**config.mk**
```make
export PLATFORM = sky130hd
export DESIGN_NAME = button_debounce_click_longpress_top_flat
export DESIGN_NICKNAME = d
export VERILOG_FILES = /design/src/sv/bdc_pkg.sv /design/src/sv/bdc_stream_if.sv /design/src/sv/bdc_engine.sv /design/src/sv/button_debounce_click_longpress_top.sv /design/src/flat_wrapper.sv
export SDC_FILE = /design/constraint.sdc
export NUM_CORES = 1
export LEC_CHECK = 0
export BUFFER_PORTS_ARGS = -buffer_cell sky130_fd_sc_hd__buf_2
export CAP_MARGIN = 20
export CORE_ASPECT_RATIO = 1.5
export CORE_MARGIN = 1.5
export CORE_UTILIZATION = 45
export CTS_CLUSTER_DIAMETER = 30
export DETAILED_ROUTE_END_ITERATION = 12
export HOLD_SLACK_MARGIN = 0.1
export PLACE_DENSITY = 0.63
export SLEW_MARGIN = 40
export SYNTH_ARGS = -nofsm -noshare
export SYNTH_HDL_FRONTEND = slang
export SYNTH_SLANG_ARGS = --single-unit
```
**constraint.sdc**
```tcl
create_clock -name clk -period 10.5 [get_ports clk]
set_input_delay 0.525 -clock clk [delete_from_list [all_inputs] [get_ports clk]]
set_output_delay 0.525 -clock clk [all_outputs]
set_load 0.02 [all_outputs]
```
**src/sv/bdc_pkg.sv**
```systemverilog
// Package for the debounced button block: configuration and result types,
// register indices and reset values. Depends on nothing.
`default_nettype none

package bdc_pkg;

    localparam int unsigned CfgWidth    = 16;
    localparam int unsigned TimeWidth   = 32;
    localparam int unsigned CfgIdxWidth = 8;

    typedef enum logic [CfgIdxWidth-1:0] {
        CFG_SETTLING_TIME        = 8'd0,
        CFG_LONG_PRESS_THRESHOLD = 8'd1,
        CFG_LONG_PRESS_INTERVAL  = 8'd2,
        CFG_CLICK_INTERVAL       = 8'd3
    } cfg_index_t;

    localparam logic [CfgWidth-1:0] SETTLING_TIME_RST        = 16'd10;
    localparam logic [CfgWidth-1:0] LONG_PRESS_THRESHOLD_RST = 16'd1000;
    localparam logic [CfgWidth-1:0] LONG_PRESS_INTERVAL_RST  = 16'd100;
    localparam logic [CfgWidth-1:0] CLICK_INTERVAL_RST       = 16'd200;

    localparam logic [15:0] HOLD_REPEATS_MAX = 16'hFFFF;
    localparam logic [7:0]  CLICK_COUNT_MAX  = 8'hFF;

    typedef struct packed {
        logic [CfgWidth-1:0] settling_time;
        logic [CfgWidth-1:0] long_press_threshold;
        logic [CfgWidth-1:0] long_press_interval;
        logic [CfgWidth-1:0] click_interval;
    } cfg_t;

    typedef struct packed {
        logic        stable_level;
        logic        press_event;
        logic        release_event;
        logic        long_press_event;
        logic [15:0] long_press_count;
        logic        click_event;
        logic [7:0]  click_total;
    } result_t;

endpackage

`default_nettype wire

```
**src/sv/bdc_stream_if.sv**
```systemverilog
// Valid/ready channel interfaces for the debounced button block: the poll
// channel and the result channel. No dependencies.
`default_nettype none

interface bdc_poll_if;
    logic        valid;
    logic        ready;
    logic        pin_level;
    logic [31:0] now;

    modport source (output valid, output pin_level, output now, input ready);
    modport sink   (input valid, input pin_level, input now, output ready);
endinterface

interface bdc_result_if;
    logic        valid;
    logic        ready;
    logic        stable_level;
    logic        press_event;
    logic        release_event;
    logic        long_press_event;
    logic [15:0] long_press_count;
    logic        click_event;
    logic [7:0]  click_total;

    modport source (output valid, output stable_level, output press_event,
                    output release_event, output long_press_event,
                    output long_press_count, output click_event,
                    output click_total, input ready);
    modport sink   (input valid, input stable_level, input press_event,
                    input release_event, input long_press_event,
                    input long_press_count, input click_event,
                    input click_total, output ready);
endinterface

`default_nettype wire

```
**src/sv/bdc_engine.sv**
```systemverilog
// Debounce, long-press and click state with its single-pass update logic.
// Depends on bdc_pkg.
`default_nettype none

module bdc_engine (
    input  wire logic             clk,
    input  wire logic             rst_n,
    input  wire logic             step,
    input  wire logic             pin_level,
    input  wire logic [31:0]      now,
    input  wire bdc_pkg::cfg_t    cfg,
    output bdc_pkg::result_t      result
);
    import bdc_pkg::*;

    logic        debounced_reg, debounced_next;
    logic        pending_reg, pending_next;
    logic [31:0] pending_since_reg, pending_since_next;
    logic [31:0] pressed_at_reg, pressed_at_next;
    logic [31:0] released_at_reg, released_at_next;
    logic [15:0] hold_repeats_reg, hold_repeats_next;
    logic [31:0] last_repeat_reg, last_repeat_next;
    logic [7:0]  click_count_reg, click_count_next;

    always_comb
    begin
        logic [31:0] since_pending;
        logic [31:0] held_time;
        logic [31:0] since_repeat;
        logic [31:0] since_release;

        debounced_next     = debounced_reg;
        pending_next       = pending_reg;
        pending_since_next = pending_since_reg;
        pressed_at_next    = pressed_at_reg;
        released_at_next   = released_at_reg;
        hold_repeats_next  = hold_repeats_reg;
        last_repeat_next   = last_repeat_reg;
        click_count_next   = click_count_reg;
        result             = '0;

        since_pending = now - pending_since_reg;
        if (pending_reg)
        begin
            if (since_pending >= {16'd0, cfg.settling_time})
            begin
                if (pin_level != debounced_reg)
                begin
                    if (pin_level)
                    begin
                        result.press_event = 1'b1;
                        pressed_at_next    = now;
                    end
                    else
                    begin
                        result.release_event = 1'b1;
                        released_at_next     = now;
                        hold_repeats_next    = '0;
                        if ((now - pressed_at_reg) < {16'd0, cfg.long_press_threshold})
                        begin
                            if (click_count_reg != CLICK_COUNT_MAX)
                            begin
                                click_count_next = click_count_reg + 8'd1;
                            end
                        end
                        else
                        begin
                            click_count_next = '0;
                        end
                    end
                end
                debounced_next = pin_level;
                pending_next   = 1'b0;
            end
        end
        else if (pin_level != debounced_reg)
        begin
            pending_next       = 1'b1;
            pending_since_next = now;
        end

        held_time    = now - pressed_at_next;
        since_repeat = now - last_repeat_reg;
        if (debounced_next)
        begin
            if (hold_repeats_next == '0)
            begin
                if (held_time > {16'd0, cfg.long_press_threshold})
                begin
                    hold_repeats_next       = 16'd1;
                    result.long_press_event = 1'b1;
                    last_repeat_next        = now;
                end
            end
            else if (since_repeat > {16'd0, cfg.long_press_interval})
            begin
                last_repeat_next = now;
                if (hold_repeats_next != HOLD_REPEATS_MAX)
                begin
                    hold_repeats_next = hold_repeats_next + 16'd1;
                end
                result.long_press_event = 1'b1;
            end
        end

        since_release = now - released_at_next;
        if ((click_count_next != '0) && !debounced_next
            && (since_release > {16'd0, cfg.click_interval}))
        begin
            result.click_event = 1'b1;
            result.click_total = click_count_next;
            click_count_next   = '0;
        end

        result.stable_level     = debounced_next;
        result.long_press_count = hold_repeats_next;
    end

    always_ff @(posedge clk or negedge rst_n)
    begin
        if (!rst_n)
        begin
            debounced_reg     <= 1'b0;
            pending_reg       <= 1'b0;
            pending_since_reg <= '0;
            pressed_at_reg    <= '0;
            released_at_reg   <= '0;
            hold_repeats_reg  <= '0;
            last_repeat_reg   <= '0;
            click_count_reg   <= '0;
        end
        else if (step)
        begin
            debounced_reg     <= debounced_next;
            pending_reg       <= pending_next;
            pending_since_reg <= pending_since_next;
            pressed_at_reg    <= pressed_at_next;
            released_at_reg   <= released_at_next;
            hold_repeats_reg  <= hold_repeats_next;
            last_repeat_reg   <= last_repeat_next;
            click_count_reg   <= click_count_next;
        end
    end

`ifndef SYNTH
    // The hold count is only ever non-zero while the debounced level is high.
    a_hold_only_when_held: assert property (@(posedge clk) disable iff (!rst_n)
        (hold_repeats_reg != '0) |-> debounced_reg)
        else $error("hold count set while released");

    // A settled press or release must change the debounced level accordingly.
    a_press_sets_level: assert property (@(posedge clk) disable iff (!rst_n)
        (step && result.press_event) |=> debounced_reg)
        else $error("press event did not raise the debounced level");

    a_release_clears_level: assert property (@(posedge clk) disable iff (!rst_n)
        (step && result.release_event) |=> !debounced_reg)
        else $error("release event did not clear the debounced level");
`endif

endmodule

`default_nettype wire

```
**src/sv/button_debounce_click_longpress_top.sv**
```systemverilog
// Top level of the debounced button block: configuration registers, poll
// input register and result register. Depends on bdc_pkg, bdc_stream_if, bdc_engine.
`default_nettype none

// Debounced push button with multi-click and long-press detection. Each poll
// transaction carries the raw pin level and a wrapping 32-bit tick count and
// produces exactly one result transaction. A poll passes through an input
// register and one pass of update logic into the result register, so the
// block takes one poll per clock cycle while results are taken as they come.
// A poll waits in the input register while an untaken result holds the result
// register. Configuration writes take effect on the next poll and should be
// made while no poll is in flight.
module button_debounce_click_longpress_top (
    input  wire logic                           clk,
    input  wire logic                           rst_n,
    bdc_poll_if.sink                            poll,
    bdc_result_if.source                        result,
    input  wire logic                           cfg_we,
    input  wire logic [bdc_pkg::CfgIdxWidth-1:0] cfg_index,
    input  wire logic [bdc_pkg::CfgWidth-1:0]    cfg_data
);
    import bdc_pkg::*;

    cfg_t        cfg_reg;
    logic        poll_valid_reg;
    logic        pin_level_reg;
    logic [31:0] now_reg;
    logic        res_valid_reg;
    result_t     res_reg;
    result_t     res_next;
    logic        advance;
    logic        poll_accept;

    assign advance     = poll_valid_reg && (!res_valid_reg || result.ready);
    assign poll.ready  = !poll_valid_reg || advance;
    assign poll_accept = poll.valid && poll.ready;

    always_ff @(posedge clk or negedge rst_n)
    begin
        if (!rst_n)
        begin
            cfg_reg.settling_time        <= SETTLING_TIME_RST;
            cfg_reg.long_press_threshold <= LONG_PRESS_THRESHOLD_RST;
            cfg_reg.long_press_interval  <= LONG_PRESS_INTERVAL_RST;
            cfg_reg.click_interval       <= CLICK_INTERVAL_RST;
        end
        else if (cfg_we)
        begin
            case (cfg_index)
                CFG_SETTLING_TIME:        cfg_reg.settling_time        <= cfg_data;
                CFG_LONG_PRESS_THRESHOLD: cfg_reg.long_press_threshold <= cfg_data;
                CFG_LONG_PRESS_INTERVAL:  cfg_reg.long_press_interval  <= cfg_data;
                CFG_CLICK_INTERVAL:       cfg_reg.click_interval       <= cfg_data;
                default:                  cfg_reg                      <= cfg_reg;
            endcase
        end
    end

    always_ff @(posedge clk or negedge rst_n)
    begin
        if (!rst_n)
        begin
            poll_valid_reg <= 1'b0;
            res_valid_reg  <= 1'b0;
        end
        else
        begin
            if (poll_accept)
            begin
                poll_valid_reg <= 1'b1;
            end
            else if (advance)
            begin
                poll_valid_reg <= 1'b0;
            end

            if (advance)
            begin
                res_valid_reg <= 1'b1;
            end
            else if (result.ready)
            begin
                res_valid_reg <= 1'b0;
            end
        end
    end

    always_ff @(posedge clk)
    begin
        if (poll_accept)
        begin
            pin_level_reg <= poll.pin_level;
            now_reg       <= poll.now;
        end
        if (advance)
        begin
            res_reg <= res_next;
        end
    end

    bdc_engine u_engine (
        .clk       (clk),
        .rst_n     (rst_n),
        .step      (advance),
        .pin_level (pin_level_reg),
        .now       (now_reg),
        .cfg       (cfg_reg),
        .result    (res_next)
    );

    assign result.valid            = res_valid_reg;
    assign result.stable_level     = res_reg.stable_level;
    assign result.press_event      = res_reg.press_event;
    assign result.release_event    = res_reg.release_event;
    assign result.long_press_event = res_reg.long_press_event;
    assign result.long_press_count = res_reg.long_press_count;
    assign result.click_event      = res_reg.click_event;
    assign result.click_total      = res_reg.click_total;

`ifndef SYNTH
    // Press and release cannot both be reported for one poll.
    a_press_release_exclusive: assert property (@(posedge clk) disable iff (!rst_n)
        res_valid_reg |-> !(res_reg.press_event && res_reg.release_event))
        else $error("press and release reported together");

    // Long-press events only occur while held, with a non-zero count.
    a_long_press_held: assert property (@(posedge clk) disable iff (!rst_n)
        (res_valid_reg && res_reg.long_press_event)
            |-> (res_reg.stable_level && (res_reg.long_press_count != '0)))
        else $error("long press reported while released");

    // A click burst is reported only while released and is never empty.
    a_click_released: assert property (@(posedge clk) disable iff (!rst_n)
        (res_valid_reg && res_reg.click_event)
            |-> (!res_reg.stable_level && (res_reg.click_total != '0)))
        else $error("click burst reported while held or empty");

    // A waiting result must stop the input stage from running over it.
    a_no_overrun: assert property (@(posedge clk) disable iff (!rst_n)
        (res_valid_reg && !result.ready && poll_valid_reg) |-> !poll.ready)
        else $error("poll accepted while result stage is blocked");
`endif

endmodule

`default_nettype wire

```
**src/flat_wrapper.sv**
```systemverilog
// flat-port wrapper written by rule: the top's interface ports become plain ports
module button_debounce_click_longpress_top_flat import bdc_pkg::*;
  (clk, rst_n, cfg_we, cfg_index, cfg_data, poll_valid, poll_pin_level, poll_now, poll_ready, result_valid, result_stable_level, result_press_event, result_release_event, result_long_press_event, result_long_press_count, result_click_event, result_click_total, result_ready);
  bdc_poll_if poll_i ();
  bdc_result_if result_i ();
  input  wire logic clk;
  input  wire logic rst_n;
  input  wire logic cfg_we;
  input  wire logic [bdc_pkg::CfgIdxWidth-1:0] cfg_index;
  input  wire logic [bdc_pkg::CfgWidth-1:0] cfg_data;
  input wire logic [$bits(poll_i.valid)-1:0] poll_valid;
  input wire logic [$bits(poll_i.pin_level)-1:0] poll_pin_level;
  input wire logic [$bits(poll_i.now)-1:0] poll_now;
  output wire logic [$bits(poll_i.ready)-1:0] poll_ready;
  output wire logic [$bits(result_i.valid)-1:0] result_valid;
  output wire logic [$bits(result_i.stable_level)-1:0] result_stable_level;
  output wire logic [$bits(result_i.press_event)-1:0] result_press_event;
  output wire logic [$bits(result_i.release_event)-1:0] result_release_event;
  output wire logic [$bits(result_i.long_press_event)-1:0] result_long_press_event;
  output wire logic [$bits(result_i.long_press_count)-1:0] result_long_press_count;
  output wire logic [$bits(result_i.click_event)-1:0] result_click_event;
  output wire logic [$bits(result_i.click_total)-1:0] result_click_total;
  input wire logic [$bits(result_i.ready)-1:0] result_ready;
  assign poll_i.valid = poll_valid;
  assign poll_i.pin_level = poll_pin_level;
  assign poll_i.now = poll_now;
  assign poll_ready = poll_i.ready;
  assign result_valid = result_i.valid;
  assign result_stable_level = result_i.stable_level;
  assign result_press_event = result_i.press_event;
  assign result_release_event = result_i.release_event;
  assign result_long_press_event = result_i.long_press_event;
  assign result_long_press_count = result_i.long_press_count;
  assign result_click_event = result_i.click_event;
  assign result_click_total = result_i.click_total;
  assign result_i.ready = result_ready;
  button_debounce_click_longpress_top u_core (.clk(clk), .rst_n(rst_n), .poll(poll_i), .result(result_i), .cfg_we(cfg_we), .cfg_index(cfg_index), .cfg_data(cfg_data));
endmodule
```
==> results.md <==
- Synth cell count leaders: nand2_1 (238), ha_1 (234), a21oi_1 (213), inv_1 (213), dfrtp_1 (206)
- Clock Latency Late Sink: 0.62 ns
- CP Launch Type: register
- Gr ovfl total: 0
- Full die area: 0.0518 mm2
- H-tree levels: 2
- Max_slew headroom: 44.4%
- Worst Path Required: 10.98 ns
- Tcrit/Tclk final: 96.1%
- Global-route wire length before repair: 105000 um
- Post-synth EDFFs: 62
- Max Freq: 99.1 MHz
- WP buf/inv: 5
- Gate Count Post-Synth: 2583
- Post-layout util: 54.1%
- Most frequent cell after synthesis: nand2_1
- Effective utilization at floorplan: 45.7%
- Final worst path period need: 10.09 ns
- Status: complete, no violations
- Mean Syn Cell Area: 8.78 um2
- Total power: 8410 uW
- Gr usage total: 25.5%
- Vias: 20.2k
- CP Capture Type: register
- Ys flop type: dfrtp_1
- Cell taking the most area after synthesis: dfrtp_1
- DIE HEIGHT: 278 um
- Die span in x: 186 um
- Final Cell Area: 0.0268 mm2
- Synth cell types: 98
- Critical path fanouts, max: 11
- Routed Antenna Nets: 0
- Vias in the first global route: 19.7k
- Drt first pass iters: 8
- Gp weighted congestion: 0.937
- # DRC: 0
- Worst vdd ir: 0.000192 V
- Max reg flops: 64
- Core area: 0.0497 mm2
- Post-Route WL: 67100 um
- Fill count: 4588
- Seq/Total Area, Yosys: 32.5%
- Share of cells above drive strength 1: 15.8%
- Hold/Removal Path Class: in -> reg
- Nets: 3054
- #FFs+latches synth: 282
- CTS Root Cell: clkbuf_16
- Placed cell area: 0.0241 mm2
- Setup TNS: 0 ns
- Post-synth ARST share: 78.0%
- Routed vias/inst: 5.82
- Endpoints failing hold: 0
- Syn Nets: 2884
- Leakage power: 0.0120 uW
- Row count: 100
- Largest net degree at the start of global routing: 91
- Drt initial violations: 1148
- Post-DP HPWL: 51300 um
- Yosys warns: 0
- Final setup viols: 0
- Initial antenna violation count: 0
- Most used cell, CP: a21oi_1
- Slowest stage delay, CP: 0.41 ns
- Max clock buf depth: 3
- Tightest Pin Transition: 0.831 ns
- Drt wl/cell: 19.4 um
- IO Pins: 93
- Crit-path slowest cell: edfxtp_1
- Max Slew Vio Count: 0
- Critical path data arrival time: 10.58 ns
- Layout area overhead: 18.3%
- Sink Count: 282
- Max Cap Violations: 0
- Yosys top cell area share: 22.7%
- Clk_skew: 0.0385 ns
- Area contributors post-synth: dfrtp_1 (23%), ha_1 (13%), edfxtp_1 (8.2%)
- Clock-pin slew on the worst setup and hold paths: 0.05 ns
- Number of port buffers: 92
- Crit Path Class: reg -> reg
- Cell area after synthesis: 0.0227 mm2
- Power per cell area: 313 mW/mm2
- CTS buffer count: 57
- Crit path max-delay family: compound AO/OA/AOI/OAI gates
- CTS tree: built
- N_diodes: 0
## repair_timing
item	in CTS	in global routing
cloned	0	3
pin swaps	0	19
gates resized for setup	3	41
hold endpoints to repair	119	1
buffers inserted	0	15
endpoints found under the setup margin	12	59
hold buffers	32	1
## stage by stage
stage | hold slack [ns] | instances | worst slack, ns
4_1_cts | 0.101 | 3445 | 0.00762
3_3_place_gp | 0.468 | 3305 | 0.220
2_1_floorplan | 0.229 | 2583 | 0.987
6_report | 0.136 | 3465 | 0.407
5_1_grt | 0.111 | 3465 | -0.207
3_5_place_dp | 0.481 | 3305 | -0.0137
## power by group
group | switching (uW) | internal [uW]
registers | 174 | 1440
clock network | 629 | 1330
logic | 2820 | 2020
total | 3630 | 4790
## area by class of cell
type / instances / area, um2 / share of cell area [%]
inverters: 216 / 815 / 3.03
multi-input cells: 2003 / 14300 / 53.4
clock buffers: 68 / 1520 / 5.66
repair buffers: 193 / 1390 / 5.19
clock inverters: 40 / 577 / 2.15
flip-flops and latches: 282 / 7380 / 27.5
well taps: 663 / 830 / 3.09
## layer usage
metal	GRT usage, %	routed length (um)	vias up
met5	0	0	-
met4	14.4	3690	0
met3	3.27	2590	182
met2	47.9	35300	605
met1	27.3	25500	9641
li1	-	-	9728
## cell usage in the layout (no fill, tap or decap), types with 12 or more instances in the layout
master,count
a211oi_1,19
a21o_1,66
a21oi_1,208
a31oi_1,25
and2_1,15
and3_1,16
buf_2,91
buf_4,60
bufinv_16,12
clkbuf_16,60
clkinvlp_4,12
dfrtp_1,206
dfstp_2,14
dlygate4sd3_1,33
edfxtp_1,62
ha_1,231
inv_1,213
mux2_1,32
mux2_2,98
mux2i_1,51
nand2_1,235
nand2b_1,35
nand3_1,57
nand4_1,48
nor2_1,169
nor2b_1,31
nor3_1,38
nor4_1,14
o211ai_1,21
o21a_1,28
o21ai_0,190
o21ai_1,13
o21bai_1,22
o31ai_1,17
or2_2,15
or3_1,14
xnor2_1,53
xor2_1,47
## logic make-up after synthesis
group / Yosys count / synth area share [%]
buffers and inverters: 298 / 5.07
AO/OA/AOI/OAI: 725 / 20.0
AND/OR/NAND/NOR: 756 / 16.4
adder cells (fa/ha/maj): 241 / 13.4
multiplexers: 181 / 8.70
XOR/XNOR: 100 / 3.86
flip-flops: 282 / 32.5
## worst paths after layout
path                                                          start                             endpoint  slack, ns  cells past startpoint
worst max-delay path                              u_core.now_reg[0]   u_core.u_engine.last_repeat_reg[9]       0.41                     55
worst min-delay path                                 poll_pin_level                 u_core.pin_level_reg       0.14                      1
worst max register to register                    u_core.now_reg[0]   u_core.u_engine.last_repeat_reg[9]       0.41                     55
worst min register to register  u_core.u_engine.last_repeat_reg[18]  u_core.u_engine.last_repeat_reg[18]       0.49                      1
max in group asynchronous                                     rst_n    u_core.u_engine.pressed_at_reg[5]       8.75                      3
min in group asynchronous                                     rst_n  u_core.u_engine.last_repeat_reg[25]       0.52                      2
## worst register-to-register path: cells and delay by family, from the launching register on
family	cells	cell delay, ns
xor gates and xnor gates	1	0.16
and+or+nand+nor	19	2.51
muxes	1	0.33
adders and majority gates	6	1.44
DFF	1	0.41
buffers and inverters	5	0.77
AOI/OAI and AO/OA	23	4.34
(Power assumes the default switching activity.)
